`config.mk`:
```
export PLATFORM = sky130hd
export DESIGN_NAME = hfrp_page_tbl
export DESIGN_NICKNAME = d
export VERILOG_FILES = /design/src/rtl/hfrp_pkg.sv /design/src/rtl/hfrp_page_tbl.sv
export SDC_FILE = /design/constraint.sdc
export NUM_CORES = 1
export LEC_CHECK = 0
export BUFFER_PORTS_ARGS = -buffer_cell sky130_fd_sc_hd__buf_2
export CAP_MARGIN = 10
export CORE_UTILIZATION = 39
export DETAILED_ROUTE_END_ITERATION = 8
export GPL_TIMING_DRIVEN = 0
export PLACE_DENSITY = 0.58
export RECOVER_POWER = 25
export SYNTH_ARGS = -nofsm -noshare
export SYNTH_HDL_FRONTEND = slang
export SYNTH_SLANG_ARGS = --single-unit
```
`constraint.sdc`:
```
create_clock -name clk -period 5.85 [get_ports clk]
set_input_delay 0.2925 -clock clk [delete_from_list [all_inputs] [get_ports clk]]
set_output_delay 0.2925 -clock clk [all_outputs]
set_load 0.02 [all_outputs]
```
`src/rtl/hfrp_pkg.sv`:
```
// Shared constants, types and codes of the heap file record placer.
`default_nettype none

package hfrp_pkg;

    // Heap file geometry
    localparam int MAX_PAGES      = 16;
    localparam int MAX_SLOTS      = 64;
    localparam int KEY_BITS       = 32;
    localparam int PAGE_HDR_BYTES = 16;
    localparam int SLOT_OVH_BYTES = 4;

    // Port field widths
    localparam int MODE_W       = 2;
    localparam int BYTES_W      = 16;
    localparam int KEY_W        = 32;
    localparam int PAGE_FIELD_W = 4;
    localparam int SLOT_FIELD_W = 6;
    localparam int COUNT_W      = 7;

    localparam logic [BYTES_W-1:0] PAGE_BYTES_RESET = 16'd4096;

    // Internal widths
    localparam int PAGE_IDX_W = (MAX_PAGES > 1) ? $clog2(MAX_PAGES) : 1;
    localparam int PAGE_CNT_W = $clog2(MAX_PAGES + 1);
    localparam int SLOT_IDX_W = (MAX_SLOTS > 1) ? $clog2(MAX_SLOTS) : 1;
    localparam int REC_CNT_W  = $clog2(MAX_SLOTS + 1);
    localparam int MEM_ADDR_W = PAGE_IDX_W + SLOT_IDX_W;
    localparam int MEM_DEPTH  = 1 << MEM_ADDR_W;
    localparam int NEED_W     = BYTES_W + 1;
    localparam int DIFF_W     = BYTES_W + 2;

    typedef enum logic [MODE_W-1:0] {
        MODE_INSERT = 2'd0,
        MODE_SEARCH = 2'd1,
        MODE_REPORT = 2'd2
    } mode_t;

    typedef enum logic [2:0] {
        ST_IDLE,
        ST_INS_SCAN,
        ST_INS_NEW,
        ST_INS_PLACE,
        ST_SRCH,
        ST_EMIT,
        ST_RPT_HEAD,
        ST_RPT_PAGE
    } state_t;

    // Sequencer to page table
    typedef struct packed {
        logic                  create;
        logic                  place;
        logic [PAGE_IDX_W-1:0] page;
        logic [NEED_W-1:0]     need;
    } pt_cmd_t;

    // Page table to sequencer
    typedef struct packed {
        logic                  fits;
        logic [REC_CNT_W-1:0]  rec_cnt;
        logic [PAGE_CNT_W-1:0] pages;
    } pt_stat_t;

    // Sequencer to key memory
    typedef struct packed {
        logic                  we;
        logic                  re;
        logic [MEM_ADDR_W-1:0] addr;
        logic [KEY_BITS-1:0]   wdata;
    } km_cmd_t;

    // One result beat
    typedef struct packed {
        logic                    ok;
        logic [PAGE_FIELD_W-1:0] page;
        logic [SLOT_FIELD_W-1:0] slot;
        logic [COUNT_W-1:0]      count;
        logic                    last;
    } beat_t;

endpackage

`default_nettype wire

```
`src/rtl/hfrp_page_tbl.sv`:
```
// Page table: free bytes and record count per page, page count, shared subtractor.
`default_nettype none

module hfrp_page_tbl
(
    input  wire logic                          clk,
    input  wire logic                          rst_n,
    input  wire logic [hfrp_pkg::BYTES_W-1:0]  page_bytes,
    input  wire hfrp_pkg::pt_cmd_t             cmd,
    output hfrp_pkg::pt_stat_t                 stat
);

    logic [hfrp_pkg::BYTES_W-1:0]    free_bytes_reg [hfrp_pkg::MAX_PAGES];
    logic [hfrp_pkg::REC_CNT_W-1:0]  rec_cnt_reg    [hfrp_pkg::MAX_PAGES];
    logic [hfrp_pkg::PAGE_CNT_W-1:0] pages_reg;
    logic [hfrp_pkg::PAGE_CNT_W-1:0] pages_next;

    logic [hfrp_pkg::BYTES_W-1:0]    opa;
    logic [hfrp_pkg::NEED_W-1:0]     opb;
    logic [hfrp_pkg::DIFF_W-1:0]     diff;
    logic                            ge;

    // One subtractor: new page header cut, or fit test and space charge
    always_comb
    begin
        opa  = cmd.create ? page_bytes : free_bytes_reg[cmd.page];
        opb  = cmd.create ? hfrp_pkg::NEED_W'(hfrp_pkg::PAGE_HDR_BYTES) : cmd.need;
        diff = {2'b00, opa} - {1'b0, opb};
        ge   = ~diff[hfrp_pkg::DIFF_W-1];
    end

    always_ff @(posedge clk)
    begin
        if (cmd.create)
        begin
            free_bytes_reg[cmd.page] <= ge ? diff[hfrp_pkg::BYTES_W-1:0] : '0;
            rec_cnt_reg[cmd.page]    <= '0;
        end
        else if (cmd.place)
        begin
            free_bytes_reg[cmd.page] <= diff[hfrp_pkg::BYTES_W-1:0];
            rec_cnt_reg[cmd.page]    <= rec_cnt_reg[cmd.page] + hfrp_pkg::REC_CNT_W'(1);
        end
    end

    assign pages_next = cmd.create ? pages_reg + hfrp_pkg::PAGE_CNT_W'(1) : pages_reg;

    always_ff @(posedge clk or negedge rst_n)
    begin
        if (!rst_n)
        begin
            pages_reg <= '0;
        end
        else
        begin
            pages_reg <= pages_next;
        end
    end

    always_comb
    begin
        stat.fits    = ge;
        stat.rec_cnt = rec_cnt_reg[cmd.page];
        stat.pages   = pages_reg;
    end

endmodule

`default_nettype wire

```
==> flow_summary.ini <==
[run_status]
status = finished, violations left
violations = capacitance limit, slew limit

[logic_synthesis]
synth_top_area_cell = edfxtp_1
ys_top_cells_by_count = 368 x edfxtp_1, 101 x mux4_2, 41 x nor2_1
synth_fa_ha_area_frac = 0.01579
synth_cells = 756
synth.top_cell.area_share = 0.7113
synth_top_family_by_area = multiplexers
synth_most_common_cell = edfxtp_1
synth_xor_area_frac = 0.01015
synth_compound_area_frac = 0.02142
mappedNetlistArea_sq_mm = 0.01553
ys_seq_area_frac = 0.7194
yosysUniqueCellTypes = 49
syn-num-nets = 816
synth_ff_type = edfxtp_1
synth-seq-cells = 373
yosys.area_share.simple = 0.03785
synth_area_leaders = edfxtp_1 71%, mux4_2 15%, mux4_1 1.9%
yosysWarnings = 0
async_flop_share = 0.01340
synthMuxAreaShare = 0.1786
avgSynthCellArea_sq_um = 20.55
synth-edff-count = 368

[global_route]
antenna_found_initial = 0
grt_pass1_wl_microns = 53650
grt_pass1_vias = 7859
grt_overflow = 0
grt_max_degree = 17
grt_usage = 0.1860

[power]
power_density_mw_per_mm2 = 351.8
clkPwrFrac = 0.383
p_leak_nw = 5.948
irDropWorstVdd_uv = 213.3
comb_power_share = 0.115
p_int_w = 0.004871
swShare = 0.2361
p_switching_w = 0.001506
p_seq_frac = 0.502

[placed_design]
io_buffers = 51
globalplace.congestion = 0.7783
dp_hpwl_microns = 24540

[cts]
cts-root-buf = clkbuf_16
htree_levels = 2
cts.path.max_buffers = 3
cts.sinks = 373
cts_buffers = 40
insertion_delay_ns = 0.54
cts.clk_slew.worst_paths_ns = 0.06
post_cts_buffers = 0
cts_tree = done

[critical_path]
critPathTopFamily = buffers and inverters
worstPathMaxFanout = 16
rr_worst_depth = 11
cp_num_cells = 14
crit_chain = buf_2, clkbuf_1, clkbuf_1, mux4_2, mux4_2, mux2_2, ha_1, and3_1, clkbuf_1, o211ai_1, o21ai_0, a21boi_2, buf_2, nor2_1
max_stage_delay_ns = 0.75
endpoint_kind = flip-flop
cp-start-kind = primary input
crit_top_cell = clkbuf_1
cp_data_required_time_ns = 6.05
critical_path_buf_inv_count = 5
path_class = in -> reg
slowest_stage = nor2_1
arrival_ns = 5.66

[detailed_routing]
wl_per_cell_microns = 26.01
drt_wl_total_microns = 37030
first_iter_violations = 633
route.vias.total = 7781
drt_first_pass_iters = 5
drc_errors = 0
via_per_inst = 5.464
antenna_left = 0

[floorplanning]
coreArea_sq_mm = 0.03901
num_rows = 72
die_w_microns = 201.6
die_h_microns = 201.6
pin_count = 54
dieArea_sq_mm = 0.04063
initial_core_util = 0.3983

[timing]
slew_viol_final = 30
rsz0062_at_grt = no
finalClockSkew_ns = 0.01393
hold_viol_final = 0
tightest_slew_ns = 1.733
finalWorstPathRequiredPeriod_ns = 5.459
holdWs_ns = 0.1459
fmax_ghz = 0.1832
setup_viol = 0
finalCritPeriodShare = 0.9332
timing.setup.tns_ns = 0
max_slew_margin = -0.1593

[finish]
largest_reg_flops = 256
area.growth.synth_to_final_pct = 16.67
layout.nets = 939
diodes = 0
drive_above_1_share = 0.2892

[hold_path]
hold_path_class = in -> async

[flow_run]
drv_cap = 3
per-layer routing:
layer / vias up / GRT usage / share of wire
met1: 4132 / 0.2555 / 0.44
met5: - / 0 / 0
met2: 217 / 0.3112 / 0.50
met3: 51 / 0.02883 / 0.046
met4: 0 / 0.04573 / 0.020
li1: 3381 / - / -
placed cells by master (no fill, tap or decap), types with 9 or more instances in the layout:
cell / count
mux4_1: 11
mux2_2: 15
clkinv_1: 10
o21ai_0: 13
a21oi_1: 9
buf_2: 49
nor2b_1: 11
nor3_1: 10
nand2_1: 18
edfxtp_1: 368
mux4_2: 101
nand2b_1: 19
clkbuf_1: 40
clkbuf_16: 42
ha_1: 18
nor2_1: 36
xnor2_1: 14
logic make-up (layout without fill, tap and decap cells):
logic type / count (synthesis) / count (layout)
flip-flops: 373 / 373
AND/OR/NAND/NOR: 120 / 120
buffers and inverters: 45 / 195
AO/OA/AOI/OAI: 51 / 51
multiplexers: 130 / 130
XOR/XNOR: 18 / 18
adder cells (fa/ha/maj): 19 / 19
metrics by stage:
| stage | power, W | setup slack, ns | cells | instance area, sq um | util |
|---|---|---|---|---|---|
| final | 0.006377 | 0.3908 | 1424 | 18120 | 0.4647 |
| after global routing | 0.006588 | 0.002807 | 1424 | 18120 | 0.4647 |
| after CTS | 0.006432 | 0.05860 | 1424 | 18330 | 0.4699 |
| after detailed placement | 0.004007 | -0.6312 | 1354 | 17050 | 0.4372 |
| after global placement | 0.003962 | -1.173 | 1325 | 16440 | 0.4214 |
| after floorplan | 0.003730 | 0.8892 | 756 | 15530 | - |
final timing paths:
kind / startpoint / to / slack, ns
max: cmd[18] / free_bytes_reg[8][7] / 0.39
min in group clk: pages_reg[4] / pages_reg[4] / 0.47
min reg2reg: pages_reg[4] / pages_reg[4] / 0.47
max reg2reg: free_bytes_reg[6][11] / free_bytes_reg[8][7] / 1.10
max in group asynchronous: rst_n / pages_reg[3] / 5.48
min: rst_n / pages_reg[4] / 0.15
cell type report:
cell class / instances / area (sq um)
buffer: 37 / 235.2
clock buffer: 45 / 1062
timing repair buffer: 81 / 629.4
inverter: 8 / 30.03
multi-input combinational: 338 / 4141
tap: 518 / 648.1
clock inverter: 24 / 202.7
fill: 3235 / 20880
sequential: 373 / 11180
power groups by stage:
stage          combinational [W]  sequential (W)  clock, W
2_1_floorplan           0.000463         0.00327         0
3_3_place_gp            0.000705         0.00326         0
3_5_place_dp            0.000753         0.00325         0
4_1_cts                 0.000756         0.00320   0.00248
5_1_grt                 0.000804         0.00321   0.00258
6_report                0.000735         0.00320   0.00244
what timing repair did:
item / 4_1_cts / 5_1_grt
gates resized for setup: 1 / 11
endpoints found under the hold margin: 5 / 0
hold buffers: 1 / 0
setup endpoints to repair: 156 / 156
No activity file was read; power rests on OpenSTA's default activity.
