**src/rtl/hfrp_pkg.sv**
```systemverilog
// Shared constants, types and codes of the heap file record placer.
`default_nettype none

package hfrp_pkg;

    // Heap file geometry
    localparam int MAX_PAGES      = 16;
    localparam int MAX_SLOTS      = 64;
    localparam int KEY_BITS       = 32;
    localparam int PAGE_HDR_BYTES = 16;
    localparam int SLOT_OVH_BYTES = 4;

    // Port field widths
    localparam int MODE_W       = 2;
    localparam int BYTES_W      = 16;
    localparam int KEY_W        = 32;
    localparam int PAGE_FIELD_W = 4;
    localparam int SLOT_FIELD_W = 6;
    localparam int COUNT_W      = 7;

    localparam logic [BYTES_W-1:0] PAGE_BYTES_RESET = 16'd4096;

    // Internal widths
    localparam int PAGE_IDX_W = (MAX_PAGES > 1) ? $clog2(MAX_PAGES) : 1;
    localparam int PAGE_CNT_W = $clog2(MAX_PAGES + 1);
    localparam int SLOT_IDX_W = (MAX_SLOTS > 1) ? $clog2(MAX_SLOTS) : 1;
    localparam int REC_CNT_W  = $clog2(MAX_SLOTS + 1);
    localparam int MEM_ADDR_W = PAGE_IDX_W + SLOT_IDX_W;
    localparam int MEM_DEPTH  = 1 << MEM_ADDR_W;
    localparam int NEED_W     = BYTES_W + 1;
    localparam int DIFF_W     = BYTES_W + 2;

    typedef enum logic [MODE_W-1:0] {
        MODE_INSERT = 2'd0,
        MODE_SEARCH = 2'd1,
        MODE_REPORT = 2'd2
    } mode_t;

    typedef enum logic [2:0] {
        ST_IDLE,
        ST_INS_SCAN,
        ST_INS_NEW,
        ST_INS_PLACE,
        ST_SRCH,
        ST_EMIT,
        ST_RPT_HEAD,
        ST_RPT_PAGE
    } state_t;

    // Sequencer to page table
    typedef struct packed {
        logic                  create;
        logic                  place;
        logic [PAGE_IDX_W-1:0] page;
        logic [NEED_W-1:0]     need;
    } pt_cmd_t;

    // Page table to sequencer
    typedef struct packed {
        logic                  fits;
        logic [REC_CNT_W-1:0]  rec_cnt;
        logic [PAGE_CNT_W-1:0] pages;
    } pt_stat_t;

    // Sequencer to key memory
    typedef struct packed {
        logic                  we;
        logic                  re;
        logic [MEM_ADDR_W-1:0] addr;
        logic [KEY_BITS-1:0]   wdata;
    } km_cmd_t;

    // One result beat
    typedef struct packed {
        logic                    ok;
        logic [PAGE_FIELD_W-1:0] page;
        logic [SLOT_FIELD_W-1:0] slot;
        logic [COUNT_W-1:0]      count;
        logic                    last;
    } beat_t;

endpackage

`default_nettype wire

```
**src/rtl/hfrp_ctrl.sv**
```systemverilog
// Sequencer: walks pages and slots for insert, search and report.
`default_nettype none

module hfrp_ctrl
(
    input  wire logic                          clk,
    input  wire logic                          rst_n,
    input  wire logic                          req_valid,
    input  wire logic [hfrp_pkg::MODE_W-1:0]   mode,
    input  wire logic [hfrp_pkg::BYTES_W-1:0]  record_bytes,
    input  wire logic signed [hfrp_pkg::KEY_W-1:0] key,
    output logic                               req_stall,
    input  wire logic                          out_ready,
    input  wire hfrp_pkg::pt_stat_t            pt_stat,
    input  wire logic [hfrp_pkg::KEY_BITS-1:0] rd_data,
    output hfrp_pkg::pt_cmd_t                  pt_cmd,
    output hfrp_pkg::km_cmd_t                  km_cmd,
    output logic                               emit,
    output hfrp_pkg::beat_t                    beat
);

    hfrp_pkg::state_t                state_reg, state_next;
    logic [hfrp_pkg::NEED_W-1:0]     need_reg, need_next;
    logic [hfrp_pkg::KEY_BITS-1:0]   key_reg, key_next;
    logic [hfrp_pkg::PAGE_CNT_W-1:0] ptr_reg, ptr_next;
    logic [hfrp_pkg::REC_CNT_W-1:0]  slot_reg, slot_next;
    logic                            pend_reg, pend_next;
    logic [hfrp_pkg::PAGE_IDX_W-1:0] tag_page_reg, tag_page_next;
    logic [hfrp_pkg::SLOT_IDX_W-1:0] tag_slot_reg, tag_slot_next;
    logic                            res_ok_reg, res_ok_next;
    logic [hfrp_pkg::PAGE_IDX_W-1:0] res_page_reg, res_page_next;
    logic [hfrp_pkg::SLOT_IDX_W-1:0] res_slot_reg, res_slot_next;

    logic [hfrp_pkg::PAGE_CNT_W-1:0] ptr_inc;
    logic [hfrp_pkg::REC_CNT_W-1:0]  slot_inc;
    logic [hfrp_pkg::PAGE_IDX_W-1:0] ptr_idx;
    logic                            place_ok;
    logic                            hit;
    logic                            page_live;
    logic                            slot_live;
    logic                            rpt_last;

    always_comb
    begin
        ptr_inc   = ptr_reg + hfrp_pkg::PAGE_CNT_W'(1);
        slot_inc  = slot_reg + hfrp_pkg::REC_CNT_W'(1);
        ptr_idx   = ptr_reg[hfrp_pkg::PAGE_IDX_W-1:0];
        place_ok  = pt_stat.fits
                    && (pt_stat.rec_cnt < hfrp_pkg::REC_CNT_W'(hfrp_pkg::MAX_SLOTS));
        hit       = pend_reg && (rd_data == key_reg);
        page_live = ptr_reg < pt_stat.pages;
        slot_live = slot_reg < pt_stat.rec_cnt;
        rpt_last  = ptr_inc == pt_stat.pages;
    end

    // Next state
    always_comb
    begin
        state_next    = state_reg;
        need_next     = need_reg;
        key_next      = key_reg;
        ptr_next      = ptr_reg;
        slot_next     = slot_reg;
        pend_next     = pend_reg;
        tag_page_next = tag_page_reg;
        tag_slot_next = tag_slot_reg;
        res_ok_next   = res_ok_reg;
        res_page_next = res_page_reg;
        res_slot_next = res_slot_reg;

        case (state_reg)
            hfrp_pkg::ST_IDLE:
            begin
                if (req_valid)
                begin
                    need_next = hfrp_pkg::NEED_W'(record_bytes)
                                + hfrp_pkg::NEED_W'(hfrp_pkg::SLOT_OVH_BYTES);
                    key_next  = hfrp_pkg::KEY_BITS'($unsigned(key));
                    ptr_next  = '0;
                    slot_next = '0;
                    pend_next = 1'b0;
                    case (hfrp_pkg::mode_t'(mode))
                        hfrp_pkg::MODE_INSERT: state_next = hfrp_pkg::ST_INS_SCAN;
                        hfrp_pkg::MODE_SEARCH: state_next = hfrp_pkg::ST_SRCH;
                        hfrp_pkg::MODE_REPORT: state_next = hfrp_pkg::ST_RPT_HEAD;
                        default:               state_next = hfrp_pkg::ST_IDLE;
                    endcase
                end
            end

            hfrp_pkg::ST_INS_SCAN:
            begin
                if (!page_live)
                begin
                    if (pt_stat.pages == hfrp_pkg::PAGE_CNT_W'(hfrp_pkg::MAX_PAGES))
                    begin
                        // page table full: fail, no change
                        res_ok_next   = 1'b0;
                        res_page_next = '0;
                        res_slot_next = '0;
                        state_next    = hfrp_pkg::ST_EMIT;
                    end
                    else
                    begin
                        state_next = hfrp_pkg::ST_INS_NEW;
                    end
                end
                else if (pt_stat.fits)
                begin
                    state_next = hfrp_pkg::ST_INS_PLACE;
                end
                else
                begin
                    ptr_next = ptr_inc;
                end
            end

            hfrp_pkg::ST_INS_NEW:
            begin
                state_next = hfrp_pkg::ST_INS_PLACE;
            end

            hfrp_pkg::ST_INS_PLACE:
            begin
                res_ok_next   = place_ok;
                res_page_next = place_ok ? ptr_idx : '0;
                res_slot_next = place_ok ? pt_stat.rec_cnt[hfrp_pkg::SLOT_IDX_W-1:0] : '0;
                state_next    = hfrp_pkg::ST_EMIT;
            end

            hfrp_pkg::ST_SRCH:
            begin
                if (hit)
                begin
                    res_ok_next   = 1'b1;
                    res_page_next = tag_page_reg;
                    res_slot_next = tag_slot_reg;
                    state_next    = hfrp_pkg::ST_EMIT;
                end
                else if (page_live)
                begin
                    if (slot_live)
                    begin
                        pend_next     = 1'b1;
                        tag_page_next = ptr_idx;
                        tag_slot_next = slot_reg[hfrp_pkg::SLOT_IDX_W-1:0];
                        if (slot_inc == pt_stat.rec_cnt)
                        begin
                            ptr_next  = ptr_inc;
                            slot_next = '0;
                        end
                        else
                        begin
                            slot_next = slot_inc;
                        end
                    end
                    else
                    begin
                        // empty page: skip it
                        pend_next = 1'b0;
                        ptr_next  = ptr_inc;
                        slot_next = '0;
                    end
                end
                else
                begin
                    pend_next = 1'b0;
                    if (!pend_reg)
                    begin
                        res_ok_next   = 1'b0;
                        res_page_next = '0;
                        res_slot_next = '0;
                        state_next    = hfrp_pkg::ST_EMIT;
                    end
                end
            end

            hfrp_pkg::ST_EMIT:
            begin
                if (out_ready)
                begin
                    state_next = hfrp_pkg::ST_IDLE;
                end
            end

            hfrp_pkg::ST_RPT_HEAD:
            begin
                if (out_ready)
                begin
                    ptr_next   = '0;
                    state_next = (pt_stat.pages == '0) ? hfrp_pkg::ST_IDLE
                                                        : hfrp_pkg::ST_RPT_PAGE;
                end
            end

            hfrp_pkg::ST_RPT_PAGE:
            begin
                if (out_ready)
                begin
                    ptr_next = ptr_inc;
                    if (rpt_last)
                    begin
                        state_next = hfrp_pkg::ST_IDLE;
                    end
                end
            end

            default:
            begin
                state_next = hfrp_pkg::ST_IDLE;
            end
        endcase
    end

    // Outputs
    always_comb
    begin
        req_stall     = state_reg != hfrp_pkg::ST_IDLE;
        pt_cmd.create = 1'b0;
        pt_cmd.place  = 1'b0;
        pt_cmd.page   = ptr_idx;
        pt_cmd.need   = need_reg;
        km_cmd.we     = 1'b0;
        km_cmd.re     = 1'b0;
        km_cmd.addr   = {ptr_idx, slot_reg[hfrp_pkg::SLOT_IDX_W-1:0]};
        km_cmd.wdata  = key_reg;
        emit          = 1'b0;
        beat          = '0;

        case (state_reg)
            hfrp_pkg::ST_INS_NEW:
            begin
                pt_cmd.create = 1'b1;
            end

            hfrp_pkg::ST_INS_PLACE:
            begin
                pt_cmd.place = place_ok;
                km_cmd.we    = place_ok;
                km_cmd.addr  = {ptr_idx, pt_stat.rec_cnt[hfrp_pkg::SLOT_IDX_W-1:0]};
            end

            hfrp_pkg::ST_SRCH:
            begin
                km_cmd.re = !hit && page_live && slot_live;
            end

            hfrp_pkg::ST_EMIT:
            begin
                emit      = 1'b1;
                beat.ok   = res_ok_reg;
                beat.page = hfrp_pkg::PAGE_FIELD_W'(res_page_reg);
                beat.slot = hfrp_pkg::SLOT_FIELD_W'(res_slot_reg);
                beat.last = 1'b1;
            end

            hfrp_pkg::ST_RPT_HEAD:
            begin
                emit       = 1'b1;
                beat.ok    = 1'b1;
                beat.count = hfrp_pkg::COUNT_W'(pt_stat.pages);
                beat.last  = pt_stat.pages == '0;
            end

            hfrp_pkg::ST_RPT_PAGE:
            begin
                emit       = 1'b1;
                beat.ok    = 1'b1;
                beat.count = hfrp_pkg::COUNT_W'(pt_stat.rec_cnt);
                beat.last  = rpt_last;
            end

            default:
            begin
                emit = 1'b0;
            end
        endcase
    end

    always_ff @(posedge clk or negedge rst_n)
    begin
        if (!rst_n)
        begin
            state_reg <= hfrp_pkg::ST_IDLE;
            pend_reg  <= 1'b0;
        end
        else
        begin
            state_reg <= state_next;
            pend_reg  <= pend_next;
        end
    end

    always_ff @(posedge clk)
    begin
        need_reg     <= need_next;
        key_reg      <= key_next;
        ptr_reg      <= ptr_next;
        slot_reg     <= slot_next;
        tag_page_reg <= tag_page_next;
        tag_slot_reg <= tag_slot_next;
        res_ok_reg   <= res_ok_next;
        res_page_reg <= res_page_next;
        res_slot_reg <= res_slot_next;
    end

endmodule

`default_nettype wire

```
**config.mk**
```make
export PLATFORM = sky130hd
export DESIGN_NAME = hfrp_ctrl
export DESIGN_NICKNAME = d
export VERILOG_FILES = /design/src/rtl/hfrp_pkg.sv /design/src/rtl/hfrp_ctrl.sv
export SDC_FILE = /design/constraint.sdc
export NUM_CORES = 1
export LEC_CHECK = 0
export BUFFER_PORTS_ARGS = -buffer_cell sky130_fd_sc_hd__buf_2
export CAP_MARGIN = 10
export CORE_UTILIZATION = 40
export CTS_CLUSTER_DIAMETER = 200
export DETAILED_ROUTE_END_ITERATION = 16
export PLACE_DENSITY = 0.65
export SETUP_SLACK_MARGIN = 0.4
export SLEW_MARGIN = 15
export SYNTH_ARGS = -nofsm -noshare
export SYNTH_HDL_FRONTEND = slang
export SYNTH_SLANG_ARGS = --single-unit
```
**constraint.sdc**
```tcl
create_clock -name clk -period 3.8 [get_ports clk]
set_input_delay 0.38 -clock clk [delete_from_list [all_inputs] [get_ports clk]]
set_output_delay 0.38 -clock clk [all_outputs]
set_load 0.02 [all_outputs]
```
==> flow_summary.yaml <==
cells_and_area:
  drive_gt1_share_pct: 37.6
  final_cell_mix: "186 x buf_2, 82 x edfxtp_1, 40 x xor2_1"
  largest_reg_flops: 32
  final_common_cell: "buf_2"
  synthToLayoutAreaGrowth_pct: 29.1
  final_util_pct: 54.0
  insertedDiodeCount: 0
  nets: 686
status:
  outcome: "finished, final reports clean"
power:
  power_mw: 3.94
  leakage_nw: 2.66
  power_density_nw_per_um2: 658
  peakVddDrop_mv: 0.370
yosys:
  yosys_warnings: 0
  synth_cell_types: 47
  ys_seq_elements: 86
  seq_area_frac_synth_pct: 55.3
  netlist_area_sq_um: 4630
  ys_async_sr_fraction_pct: 4.65
  synthCells: 383
  syn_nets: 499
  postSynthAreaPerCell_sq_um: 12.1
  synth_top_flop_cell: "edfxtp_1"
  synth-edff-count: 82
critical_path:
  crit_type: "reg2out"
  crit_path_end_kind: "output port"
  r2r_cells: 7
  arrival_ps: 2530
  critPathLaunchType: "flop"
  worstReg2RegStart: "ptr_reg[1]$_SDFFCE_PN0P_"
  cp_max_fo: 7
  cp-startpoint: "ptr_reg[1]$_SDFFCE_PN0P_"
  r2r_end: "slot_reg[5]$_SDFFCE_PP0P_"
  reg2reg_slack_ps: 910
  cp.required_ps: 3420
  crit_end: "km_cmd[42]"
clock_tree:
  insertion_delay_ps: 340
  postCtsResizedCells: 0
  numCtsBuffers: 9
  clockBufferDepth: 2
  cts-root-buf: "clkbuf_16"
  cts_tree: "built"
  cts_max_level: 3
  clkTransAtPathRegs_ps: 70
  cts.sinks: 86
placed_design:
  io_buffers: 186
  routabilityCongestion: 0.800
  dp_hpwl_um: 9050
sta:
  final_hold_viol_count: 0
  relSlewSlack_pct: 53.2
  tns_ps: 0
  finalCritPeriodShare_pct: 76.6
  drv_slew: 0
  rsz0062_at_grt: "no"
  max_freq_mhz: 344
  setup_viol: 0
  period_minus_slack_ps: 2910
  worst_pin_slew_ps: 700
  finClkSkew_ps: 7.75
floorplanning:
  std_cell_rows: 38
  initial_core_util_pct: 41.8
  core_sq_um: 11100
  die_h_um: 110
  pin_count: 187
  die_w_um: 110
  dieArea_sq_um: 12000
detailed_routing:
  remaining_drc_errors: 0
  vias: 3622
  drtIter0Drc: 253
  antenna_violating_nets_post_route: 0
  avgViaCountPerCell: 5.07
  drtPass1Iterations: 4
  wire_per_inst_um: 15.8
  routed_wl_um: 11300
global_routing:
  grt_usage_pct: 19.4
  antenna_found_initial: 0
  grt_pass1_vias: 3536
  grt_max_degree: 30
  gr-total-overflow: 0
  grt_pass1_wl_um: 17300
min_path:
  hold_class: "in2reg"
job:
  max-cap-violations: 0
## synth_stat cells (2+ instances only)
cell type	instances	area [sq um]
edfxtp_1	82	2460
xor2_1	40	350
nor2_1	35	131
nand2_1	22	82.6
xnor2_1	19	166
inv_1	18	67.6
ha_1	17	213
nand3_1	13	65.1
a21oi_1	11	55.1
and2_1	11	68.8
a22o_1	10	87.6
o21ai_0	10	50.1
buf_4	9	67.6
nor4_1	9	56.3
and3_1	6	37.5
clkbuf_1	6	22.5
mux2i_1	5	50.1
o21a_1	5	37.5
xnor3_1	5	113
a211oi_1	4	30.0
dfrtp_1	4	100
nand4_1	4	25.0
nor2b_1	3	18.8
nor3_1	3	15.0
o31ai_1	3	22.5
or3_1	3	18.8
and4_1	2	17.5
mux2_2	2	22.5
nor3b_1	2	15.0
nor4_2	2	25.0
or2_2	2	12.5
## metrics by stage
stage | hold slack, ps | cells | setup WS (ps) | cell area (sq um)
after floorplan | 84.4 | 383 | 1090 | 4630
after global placement | 191 | 698 | 990 | 5680
after detailed placement | 191 | 698 | 892 | 5680
after CTS | 203 | 715 | 876 | 5980
after global routing | 199 | 715 | 741 | 5980
final | 213 | 715 | 889 | 5980
## worst max-delay path: stages (launching register included)
cell and delay, ps:
edfxtp_1 500, ha_1 310, nor2b_1 120, o21ai_0 190
a21oi_1 210, or2_2 370, a211oi_1 260, buf_2 230
## metal layers
metal | track usage (%) | wire [um]
met3 | 6.11 | 896
met5 | 0 | 0
met1 | 22.5 | 4490
met2 | 34.3 | 5770
met4 | 5.81 | 156
## worst min path at each step
| stage | from | endpoint | slack, ps | cells past startpoint |
|---|---|---|---|---|
| global placement | rst_n | pend_reg$_DFFE_PN0P_ | 190 | 1 |
| detailed placement | rst_n | pend_reg$_DFFE_PN0P_ | 190 | 1 |
| CTS | key[22] | key_reg[22]$_DFFE_PP_ | 200 | 1 |
| global route | key[5] | key_reg[5]$_DFFE_PP_ | 200 | 1 |
| finish | key[0] | key_reg[0]$_DFFE_PP_ | 210 | 1 |
| floorplan | rst_n | pend_reg$_DFFE_PN0P_ | 80 | 0 |
## layout make-up
type	count	area [sq um]
Inverter	19	71.3
Timing Repair Buffer	193	986
Tap cell	140	175
Clock buffer	9	225
Sequential cell	86	2560
Fill cell	960	5100
Multi-Input combinational cell	261	1900
Clock inverter	7	57.6
## logic make-up (layout without fill, tap and decap cells)
| logic type | count (synthesis) | after routing | synth area share [%] |
|---|---|---|---|
| xor gates and xnor gates | 64 | 64 | 13.6 |
| adders and majority gates | 17 | 17 | 4.59 |
| AOI/OAI and AO/OA | 53 | 53 | 7.94 |
| muxes | 7 | 7 | 1.57 |
| buffers and inverters | 36 | 228 | 3.67 |
| DFF | 86 | 86 | 55.3 |
| and+or+nand+nor | 120 | 120 | 13.3 |
## what timing repair did
action | 4_1_cts | 5_1_grt
hold buffers | 1 | 0
setup buffers | 0 | 0
hold endpoints to repair | 4 | 0
## report_power, final
group	total, mW	internal (mW)	switching [mW]
clock	0.836	0.452	0.383
sequential	1.53	1.33	0.196
combinational	1.57	0.605	0.965
Note: power is estimated with default switching activity, not from simulation.
